--- src/hdl/sics_pkg.sv ---
// ----------------------------------------------------------------------------
// sics_pkg: shared types and constants
// Payload structs, register indexes and the quarter-wave sine table.
// ----------------------------------------------------------------------------
package sics_pkg;

  localparam int CAPTURE_DEPTH_DEF = 256;
  localparam int SPREAD_LIMIT_DEF  = 128;
  localparam int SINE_ENTRIES      = 512;
  localparam int CFG_IDX_W         = 3;
  localparam int CFG_DATA_W        = 32;

  localparam logic [CFG_IDX_W-1:0] REG_TEST_FREQ     = 3'd0;
  localparam logic [CFG_IDX_W-1:0] REG_SAMPLE_FREQ   = 3'd1;
  localparam logic [CFG_IDX_W-1:0] REG_AMPLITUDE     = 3'd2;
  localparam logic [CFG_IDX_W-1:0] REG_SETTLE_TICKS  = 3'd3;
  localparam logic [CFG_IDX_W-1:0] REG_PHASE_STEP    = 3'd4;
  localparam logic [CFG_IDX_W-1:0] REG_CAPTURE_LIMIT = 3'd5;

  typedef struct packed {
    logic        mode;
    logic [15:0] sample;
  } in_item_t;

  typedef struct packed {
    logic signed [15:0] inject;
    logic               capture_valid;
    logic [7:0]         capture_index;
    logic [15:0]        capture_value;
    logic               running;
    logic               finished;
  } out_item_t;

  function automatic logic [14:0] quarter_sine(input logic [7:0] q);
    logic [14:0] v;
    unique case (q)
      8'd0: v = 15'd0;       8'd1: v = 15'd201;     8'd2: v = 15'd402;
      8'd3: v = 15'd603;     8'd4: v = 15'd804;     8'd5: v = 15'd1005;
      8'd6: v = 15'd1205;    8'd7: v = 15'd1406;    8'd8: v = 15'd1606;
      8'd9: v = 15'd1806;    8'd10: v = 15'd2006;   8'd11: v = 15'd2205;
      8'd12: v = 15'd2404;   8'd13: v = 15'd2603;   8'd14: v = 15'd2801;
      8'd15: v = 15'd2999;   8'd16: v = 15'd3196;   8'd17: v = 15'd3393;
      8'd18: v = 15'd3590;   8'd19: v = 15'd3786;   8'd20: v = 15'd3981;
      8'd21: v = 15'd4176;   8'd22: v = 15'd4370;   8'd23: v = 15'd4563;
      8'd24: v = 15'd4756;   8'd25: v = 15'd4948;   8'd26: v = 15'd5139;
      8'd27: v = 15'd5330;   8'd28: v = 15'd5520;   8'd29: v = 15'd5708;
      8'd30: v = 15'd5897;   8'd31: v = 15'd6084;   8'd32: v = 15'd6270;
      8'd33: v = 15'd6455;   8'd34: v = 15'd6639;   8'd35: v = 15'd6823;
      8'd36: v = 15'd7005;   8'd37: v = 15'd7186;   8'd38: v = 15'd7366;
      8'd39: v = 15'd7545;   8'd40: v = 15'd7723;   8'd41: v = 15'd7900;
      8'd42: v = 15'd8076;   8'd43: v = 15'd8250;   8'd44: v = 15'd8423;
      8'd45: v = 15'd8595;   8'd46: v = 15'd8765;   8'd47: v = 15'd8935;
      8'd48: v = 15'd9102;   8'd49: v = 15'd9269;   8'd50: v = 15'd9434;
      8'd51: v = 15'd9598;   8'd52: v = 15'd9760;   8'd53: v = 15'd9921;
      8'd54: v = 15'd10080;  8'd55: v = 15'd10238;  8'd56: v = 15'd10394;
      8'd57: v = 15'd10549;  8'd58: v = 15'd10702;  8'd59: v = 15'd10853;
      8'd60: v = 15'd11003;  8'd61: v = 15'd11151;  8'd62: v = 15'd11297;
      8'd63: v = 15'd11442;  8'd64: v = 15'd11585;  8'd65: v = 15'd11727;
      8'd66: v = 15'd11866;  8'd67: v = 15'd12004;  8'd68: v = 15'd12140;
      8'd69: v = 15'd12274;  8'd70: v = 15'd12406;  8'd71: v = 15'd12537;
      8'd72: v = 15'd12665;  8'd73: v = 15'd12792;  8'd74: v = 15'd12916;
      8'd75: v = 15'd13039;  8'd76: v = 15'd13160;  8'd77: v = 15'd13279;
      8'd78: v = 15'd13395;  8'd79: v = 15'd13510;  8'd80: v = 15'd13623;
      8'd81: v = 15'd13733;  8'd82: v = 15'd13842;  8'd83: v = 15'd13949;
      8'd84: v = 15'd14053;  8'd85: v = 15'd14155;  8'd86: v = 15'd14256;
      8'd87: v = 15'd14354;  8'd88: v = 15'd14449;  8'd89: v = 15'd14543;
      8'd90: v = 15'd14635;  8'd91: v = 15'd14724;  8'd92: v = 15'd14811;
      8'd93: v = 15'd14896;  8'd94: v = 15'd14978;  8'd95: v = 15'd15059;
      8'd96: v = 15'd15137;  8'd97: v = 15'd15213;  8'd98: v = 15'd15286;
      8'd99: v = 15'd15357;  8'd100: v = 15'd15426; 8'd101: v = 15'd15493;
      8'd102: v = 15'd15557; 8'd103: v = 15'd15619; 8'd104: v = 15'd15679;
      8'd105: v = 15'd15736; 8'd106: v = 15'd15791; 8'd107: v = 15'd15843;
      8'd108: v = 15'd15893; 8'd109: v = 15'd15941; 8'd110: v = 15'd15986;
      8'd111: v = 15'd16029; 8'd112: v = 15'd16069; 8'd113: v = 15'd16107;
      8'd114: v = 15'd16143; 8'd115: v = 15'd16176; 8'd116: v = 15'd16207;
      8'd117: v = 15'd16235; 8'd118: v = 15'd16261; 8'd119: v = 15'd16284;
      8'd120: v = 15'd16305; 8'd121: v = 15'd16324; 8'd122: v = 15'd16340;
      8'd123: v = 15'd16353; 8'd124: v = 15'd16364; 8'd125: v = 15'd16373;
      8'd126: v = 15'd16379; 8'd127: v = 15'd16383; 8'd128: v = 15'd16384;
      default: v = 15'd0;
    endcase
    return v;
  endfunction

endpackage

--- src/hdl/sics_inject.sv ---
// ----------------------------------------------------------------------------
// sics_inject: injection value unit
// Given the phase index, looks up the sine and scales it by the amplitude,
// rounding toward minus infinity; result is registered.
// ----------------------------------------------------------------------------
module sics_inject (
  input  logic               clk,
  input  logic [8:0]         index,
  input  logic [9:0]         amplitude,
  output logic signed [15:0] inject
);

  logic [7:0]  q;
  logic [7:0]  q_fold;
  logic [14:0] mag;
  logic [24:0] prod;
  logic [15:0] scaled;

  always_comb begin
    q = index[7:0];
    q_fold = (q <= 8'd128) ? q : 8'(9'd256 - {1'b0, q});
    mag = sics_pkg::quarter_sine(q_fold);
    prod = 25'(mag) * 25'(amplitude);
    // Floor shift of a negative product is minus the ceiling of the magnitude.
    if (index[8]) begin
      scaled = -16'((prod + 25'd511) >> 9);
    end else begin
      scaled = 16'(prod >> 9);
    end
  end

  always_ff @(posedge clk) begin
    inject <= signed'(scaled);
  end

endmodule

--- src/hdl/sine_inject_capture_scheduler.sv ---
// ----------------------------------------------------------------------------
// sine_inject_capture_scheduler: frequency-response sine injection and capture
// ----------------------------------------------------------------------------
// Each transfer steps through READ, MUL1, MUL2, DEC, LUT and DONE from
// acceptance to result valid: the scan counters live in a one-entry state
// memory read, modified and written back by a small sequencer, and the
// phase product (32x25) and spread target product (16x32) are formed in a
// cycle of their own. One item is in flight at a time. The output
// register lets the next item be accepted while a result still waits; the
// sequencer then holds in its last step until the output register is free.
// No clearing pass is needed after reset.
// ----------------------------------------------------------------------------
module sine_inject_capture_scheduler #(
  parameter int CAPTURE_DEPTH = sics_pkg::CAPTURE_DEPTH_DEF,
  parameter int SPREAD_LIMIT  = sics_pkg::SPREAD_LIMIT_DEF
) (
  input  logic                                clk,
  input  logic                                rst,
  input  logic                                in_valid,
  output logic                                in_ready,
  input  sics_pkg::in_item_t                  in_data,
  output logic                                out_valid,
  input  logic                                out_ready,
  output sics_pkg::out_item_t                 out_data,
  input  logic                                cfg_we,
  input  logic [sics_pkg::CFG_IDX_W-1:0]      cfg_index,
  input  logic [sics_pkg::CFG_DATA_W-1:0]     cfg_data
);

  typedef enum logic [6:0] {
    S_IDLE = 7'b0000001,
    S_READ = 7'b0000010,
    S_MUL1 = 7'b0000100,
    S_MUL2 = 7'b0001000,
    S_DEC  = 7'b0010000,
    S_LUT  = 7'b0100000,
    S_DONE = 7'b1000000
  } state_t;

  typedef struct packed {
    logic [31:0] tick;
    logic [15:0] count;
    logic        active;
    logic        done;
  } scan_t;

  logic [15:0] test_freq, sample_freq;
  logic [9:0]  amplitude;
  logic [31:0] settle_ticks;
  logic [24:0] phase_step;
  logic [8:0]  capture_limit;

  always_ff @(posedge clk) begin
    if (rst) begin
      test_freq <= '0;
      sample_freq <= 16'd10204;
      amplitude <= '0;
      settle_ticks <= '0;
      phase_step <= '0;
      capture_limit <= 9'd256;
    end else if (cfg_we) begin
      unique case (cfg_index)
        sics_pkg::REG_TEST_FREQ:     test_freq <= cfg_data[15:0];
        sics_pkg::REG_SAMPLE_FREQ:   sample_freq <= cfg_data[15:0];
        sics_pkg::REG_AMPLITUDE:     amplitude <= cfg_data[9:0];
        sics_pkg::REG_SETTLE_TICKS:  settle_ticks <= cfg_data;
        sics_pkg::REG_PHASE_STEP:    phase_step <= cfg_data[24:0];
        sics_pkg::REG_CAPTURE_LIMIT: capture_limit <= cfg_data[8:0];
        default: ;
      endcase
    end
  end

  // One-entry state memory; the init flag stands for its reset value.
  scan_t state_mem [1];
  scan_t rd;
  scan_t wr_data;
  logic  wr_en;
  logic  mem_init;

  always_ff @(posedge clk) begin
    if (wr_en) state_mem[0] <= wr_data;
    rd <= state_mem[0];
  end

  always_ff @(posedge clk) begin
    if (rst) mem_init <= 1'b0;
    else if (wr_en) mem_init <= 1'b1;
  end

  state_t state;
  sics_pkg::in_item_t item;
  scan_t cur;
  logic [56:0] ph_prod;
  logic [47:0] sp_prod;
  logic [40:0] target;
  logic        in_band;
  logic        tick_path;
  logic        cap_hit;
  logic        cap_ok;
  logic        end_scan;
  logic        done_go;
  logic [8:0]  ph_index;
  logic signed [15:0] inject_val;
  logic [31:0] half;
  logic [15:0] bound;

  assign half = {1'b0, settle_ticks[31:1]};
  assign bound = 16'((18'(sample_freq) * 18'd3) >> 7);
  assign in_ready = (state == S_IDLE);
  assign done_go = !out_valid || out_ready;

  sics_inject u_inject (
    .clk(clk),
    .index(ph_index),
    .amplitude(amplitude),
    .inject(inject_val)
  );

  always_ff @(posedge clk) begin
    if (rst) begin
      state <= S_IDLE;
      out_valid <= 1'b0;
    end else begin
      if (out_valid && out_ready) out_valid <= 1'b0;
      unique case (state)
        S_IDLE: if (in_valid && in_ready) state <= S_READ;
        S_READ: state <= S_MUL1;
        S_MUL1: state <= S_MUL2;
        S_MUL2: state <= S_DEC;
        S_DEC:  state <= S_LUT;
        S_LUT:  state <= S_DONE;
        S_DONE: begin
          if (done_go) begin
            state <= S_IDLE;
            out_valid <= 1'b1;
          end
        end
        default: state <= S_IDLE;
      endcase
    end
  end

  always_ff @(posedge clk) begin
    if (state == S_IDLE && in_valid && in_ready) item <= in_data;
    if (state == S_MUL1) begin
      cur <= mem_init ? rd : '0;
    end
    if (state == S_MUL2) begin
      ph_prod <= 57'(cur.tick) * 57'(phase_step);
      sp_prod <= 48'(cur.count) * 48'(settle_ticks);
      in_band <= (test_freq > bound) && (19'(test_freq) <= (19'(bound) << 3));
    end
    if (state == S_DEC) begin
      ph_index <= ph_prod[24:16];
      if (in_band) target <= 41'(half) + 41'(cur.count);
      else target <= 41'(half) + 41'(sp_prod[47:8]) + 41'(sp_prod[7:0] > 8'h80);
    end
    if (state == S_DONE && done_go) begin
      out_data.inject <= tick_path ? inject_val : '0;
      out_data.capture_valid <= cap_ok;
      out_data.capture_index <= cap_ok ? cur.count[7:0] : '0;
      out_data.capture_value <= cap_ok ? item.sample : '0;
      out_data.running <= wr_data.active;
      out_data.finished <= wr_data.done;
    end
  end

  always_comb begin
    end_scan = cur.tick == settle_ticks;
    tick_path = !item.mode && cur.active && (test_freq != 16'd0) && !end_scan;
    cap_hit = tick_path && (cur.tick >= half) && (41'(cur.tick) == target);
    if (in_band) begin
      cap_ok = cap_hit && (17'(cur.count) < 17'(capture_limit))
               && (32'(cur.count) < 32'(CAPTURE_DEPTH));
    end else begin
      cap_ok = cap_hit && (32'(cur.count) < 32'(SPREAD_LIMIT))
               && (32'(cur.count) < 32'(CAPTURE_DEPTH));
    end
    wr_data = cur;
    priority if (item.mode) begin
      wr_data = '{tick: '0, count: '0, active: 1'b1, done: 1'b0};
    end else if (!cur.active || test_freq == 16'd0) begin
      wr_data.tick = '0;
      wr_data.count = '0;
      wr_data.active = 1'b0;
    end else if (end_scan) begin
      wr_data = '{tick: '0, count: '0, active: 1'b0, done: 1'b1};
    end else begin
      wr_data.tick = cur.tick + 32'd1;
      if (cap_hit) wr_data.count = cur.count + 16'd1;
    end
    wr_en = (state == S_DONE) && done_go;
  end

  a_one_hot: assert property (@(posedge clk) disable iff (rst) $onehot(state))
    else $error("state not one-hot");
  a_no_accept_busy: assert property (@(posedge clk) disable iff (rst)
    (state != S_IDLE) |-> !in_ready) else $error("accept while busy");
  a_result_after_done: assert property (@(posedge clk) disable iff (rst)
    (state == S_DONE) |=> out_valid) else $error("result lost");
  a_capture_fields: assert property (@(posedge clk) disable iff (rst)
    (out_valid && !out_data.capture_valid) |-> (out_data.capture_index == 8'd0))
    else $error("capture index set without capture");

endmodule
--- config.mk ---
export PLATFORM = sky130hd
export DESIGN_NAME = sine_inject_capture_scheduler
export DESIGN_NICKNAME = d
export VERILOG_FILES = /design/src/hdl/sics_pkg.sv /design/src/hdl/sics_inject.sv /design/src/hdl/sine_inject_capture_scheduler.sv
export SDC_FILE = /design/constraint.sdc
export NUM_CORES = 2
export LEC_CHECK = 0
export ABC_AREA = 1
export BUFFER_PORTS_ARGS = -buffer_cell sky130_fd_sc_hd__buf_2
export CAP_MARGIN = 25
export CORE_MARGIN = 2
export CORE_UTILIZATION = 50
export CTS_CLUSTER_SIZE = 40
export DETAILED_ROUTE_END_ITERATION = 10
export PLACE_DENSITY = 0.68
export SLEW_MARGIN = 20
export SYNTH_ARGS = -nofsm -noshare
export SYNTH_HDL_FRONTEND = slang
export SYNTH_SLANG_ARGS = --single-unit
--- constraint.sdc ---
create_clock -name clk -period 8.55 [get_ports clk]
set_input_delay 1.2825 -clock clk [delete_from_list [all_inputs] [get_ports clk]]
set_output_delay 1.2825 -clock clk [all_outputs]
set_load 0.02 [all_outputs]
==> metrics <==
status=completed; first-pass GRT wire length=259000 µm; worst slack at placement=-247 ps; flops & latches, synth=about 450; crit path max-delay cell type=fa_1; LEAKAGE=between 30 and 40 nW; DRT iter0 DRCs=approximately 3400; area grow syn2layout=11.2%; CP Capture Type=flop; RePlAce Congestion=0.952; CP Max Fanout=4; Max Cap Viol=0; CTS Hold Bufs=0; Main synth FF type=edfxtp_1; DRC errors left=0; sequential cell area fraction in the yosys report=21.2%; antenna violations before repair=0; post-DR vias/cell=~5.4; GR Util All Layers=slightly below 30%; Initial DRT Pass Iterations=5; Routed WL=roughly 160000 µm; I/O pin count=around 100; Layout fillers=just under 10000; Detail Route Antenna Nets=0; Highest Clock Rate=between 100 and 150 MHz; layout cells sized above 1=about a tenth; Worst Path Required=9100 ps; initial core utilization=between 50% and 60%; most frequent CP cell=nand2_2; Max IR drop VDD=0.144 mV; Syn Nets=between 8000 and 9000; Slew HR=27.5%; HP Class=reg -> reg; clock sinks=449; kind of critical path=reg -> reg; CTS tree=done; placed cell count=~8400; die height=between 300 and 400 µm; CTS max path bufs=3; fin. max-slew vios=0; NumNets Final=between 8000 and 9000; Post-Route Skew=roughly 26 ps; Die Wd=~340 µm; fin crit share=95.1%; synthesized area=0.0549 mm²; Async S/R FF share, synth=0%; crit start category=flop; clk_lat worst skew=630 ps; Final Hold Viols=0; Vias=46100; CTS root buffer=clkbuf_16; EDFF count, synth=approximately 270; Worst EP arrival=a little under 9000 ps; Yosys warnings=0; H-tree lvl count=2; Final WS setup=~420 ps; non-filler cells, final=between 8000 and 9000; die area=between 0.1 and 0.15 mm²; IO Port Bufs=101; Pwr per Cell Area=around 130 mW/mm²; CP delay by family, top=adder cells; core footprint=between 0.1 and 0.15 mm²; WL/cell=about 19 µm; Mean Syn Cell Area=7.97 µm²; Num CTS Buffers=51; worst path bufs/invs=13; CTS clk-pin slew, worst paths=roughly 70 ps; Crit path largest cell delay=540 ps; grt total ovfl=0; final setup vio count=0; largest net degree at the start of global routing=100; Final min period=8130 ps; Yosys cell types=between 70 and 80; most frequent cells in the layout=nand2_1 (1562), inv_1 (1500), fa_1 (751), nor2_1 (459), ha_1 (389); Mapped Cells=about 7000; vias in the first global route=roughly 48000; Least-Margin Pin Slew=~1100 ps; commonest non-fill, non-tap cell in the layout=nand2_1; half-perimeter wire length after placement=129000 µm; row count=around 120
timing repair:
action	CTS	global route
pin swaps	4	84
endpoints found under the setup margin	11	15
cloned	0	1
resized for setup	27	171
setup buffers	0	22
per-stage QoR:
stage          total power, W  hold WS, ps  area (µm²)  TNS (ps)  util, %
2_1_floorplan         0.00453          323       54900         0        -
3_3_place_gp          0.00540          324       58500      -846     53.8
3_5_place_dp          0.00544          327       58500     -1900     53.8
4_1_cts               0.00766          341       60200         0     55.3
5_1_grt               0.00818          348       61100      -141     56.1
6_report              0.00765          338       61100         0     56.1
per-layer routing:
layer  up-vias  track usage, %  wire length [µm]  share of wire, %
li1      21400               -                 -                 -
met1     22500            38.1             65600                40
met2      1740            49.1             76700                47
met3       367            4.64             12600               7.8
met4         0            11.9              7360               4.5
met5         -               0                 0                 0
final cells by class:
cell class,instances,area (µm²),share of cell area (%)
multi-input cells,4604,37000,60.5
clock buffers,67,1410,2.30
diodes,1,2.50,0.00410
inverters,1547,5820,9.53
well taps,1414,1770,2.90
clock inverters,27,254,0.416
repair buffers,434,3200,5.24
flip-flops and latches,449,11700,19.1
final timing paths:
| kind | startpoint | end | slack, ps | cells past startpoint |
|---|---|---|---|---|
| worst max-delay path | ph_index[0] | u_inject.inject[9] | 420 | 49 |
| worst min-delay path | state_mem[0][14] | rd[14] | 340 | 0 |
| worst max register to register | ph_index[0] | u_inject.inject[9] | 420 | 49 |
| worst min register to register | state_mem[0][14] | rd[14] | 340 | 0 |
cell usage after synthesis (8+ instances only):
cell,number,area (µm²)
ha_1,405,5070
o221ai_1,8,70.1
o21ai_0,282,1410
nor3b_1,14,105
a211oi_1,11,82.6
buf_2,8,40.0
a21boi_0,8,60.1
inv_2,16,60.1
nand3_1,142,711
a21o_1,10,75.1
nand4_1,75,469
dfxtp_1,183,3660
buf_1,36,135
or2_2,12,75.1
inv_1,1523,5720
o211ai_1,25,188
o21a_1,10,75.1
o31ai_1,11,82.6
nand2_1,1601,6010
clkbuf_1,239,897
fa_1,755,15100
a31oi_1,30,188
nor4_1,37,231
nor3_1,53,265
nand2_2,19,119
a21oi_1,324,1620
nor2_1,492,1850
xor2_1,101,885
xnor2_1,68,596
nor2_2,13,81.3
o21ai_1,11,55.1
edfxtp_1,266,7990
flip-flops by register name, indices dropped and copies added (netlist names), 10 cells and up:
| signal | flops |
|---|---|
| amplitude | 10 |
| cur | 50 |
| item | 17 |
| out_data | 42 |
| phase_step | 25 |
| rd | 50 |
| sample_freq | 16 |
| settle_ticks | 32 |
| sp_prod | 48 |
| state_mem | 49 |
| target | 41 |
| test_freq | 16 |
| u_inject.inject | 16 |
cell families (layout without fill, tap and decap cells):
family	after synthesis	in the layout	synth area share, %
AOI/OAI and AO/OA	778	778	7.89
xor gates and xnor gates	172	172	2.78
adders and majority gates	1160	1160	36.7
buffers and inverters	1841	2075	12.7
DFF	449	449	21.2
other	0	1	0
and+or+nand+nor	2494	2494	18.7
power breakdown:
part / internal [W] / switching, W
Combinational: 0.00114 / 0.00186
Clock: 0.00123 / 0.000946
Sequential: 0.00241 / 0.0000643
Total: 0.00478 / 0.00287
Note: power is estimated with default switching activity, not from simulation.
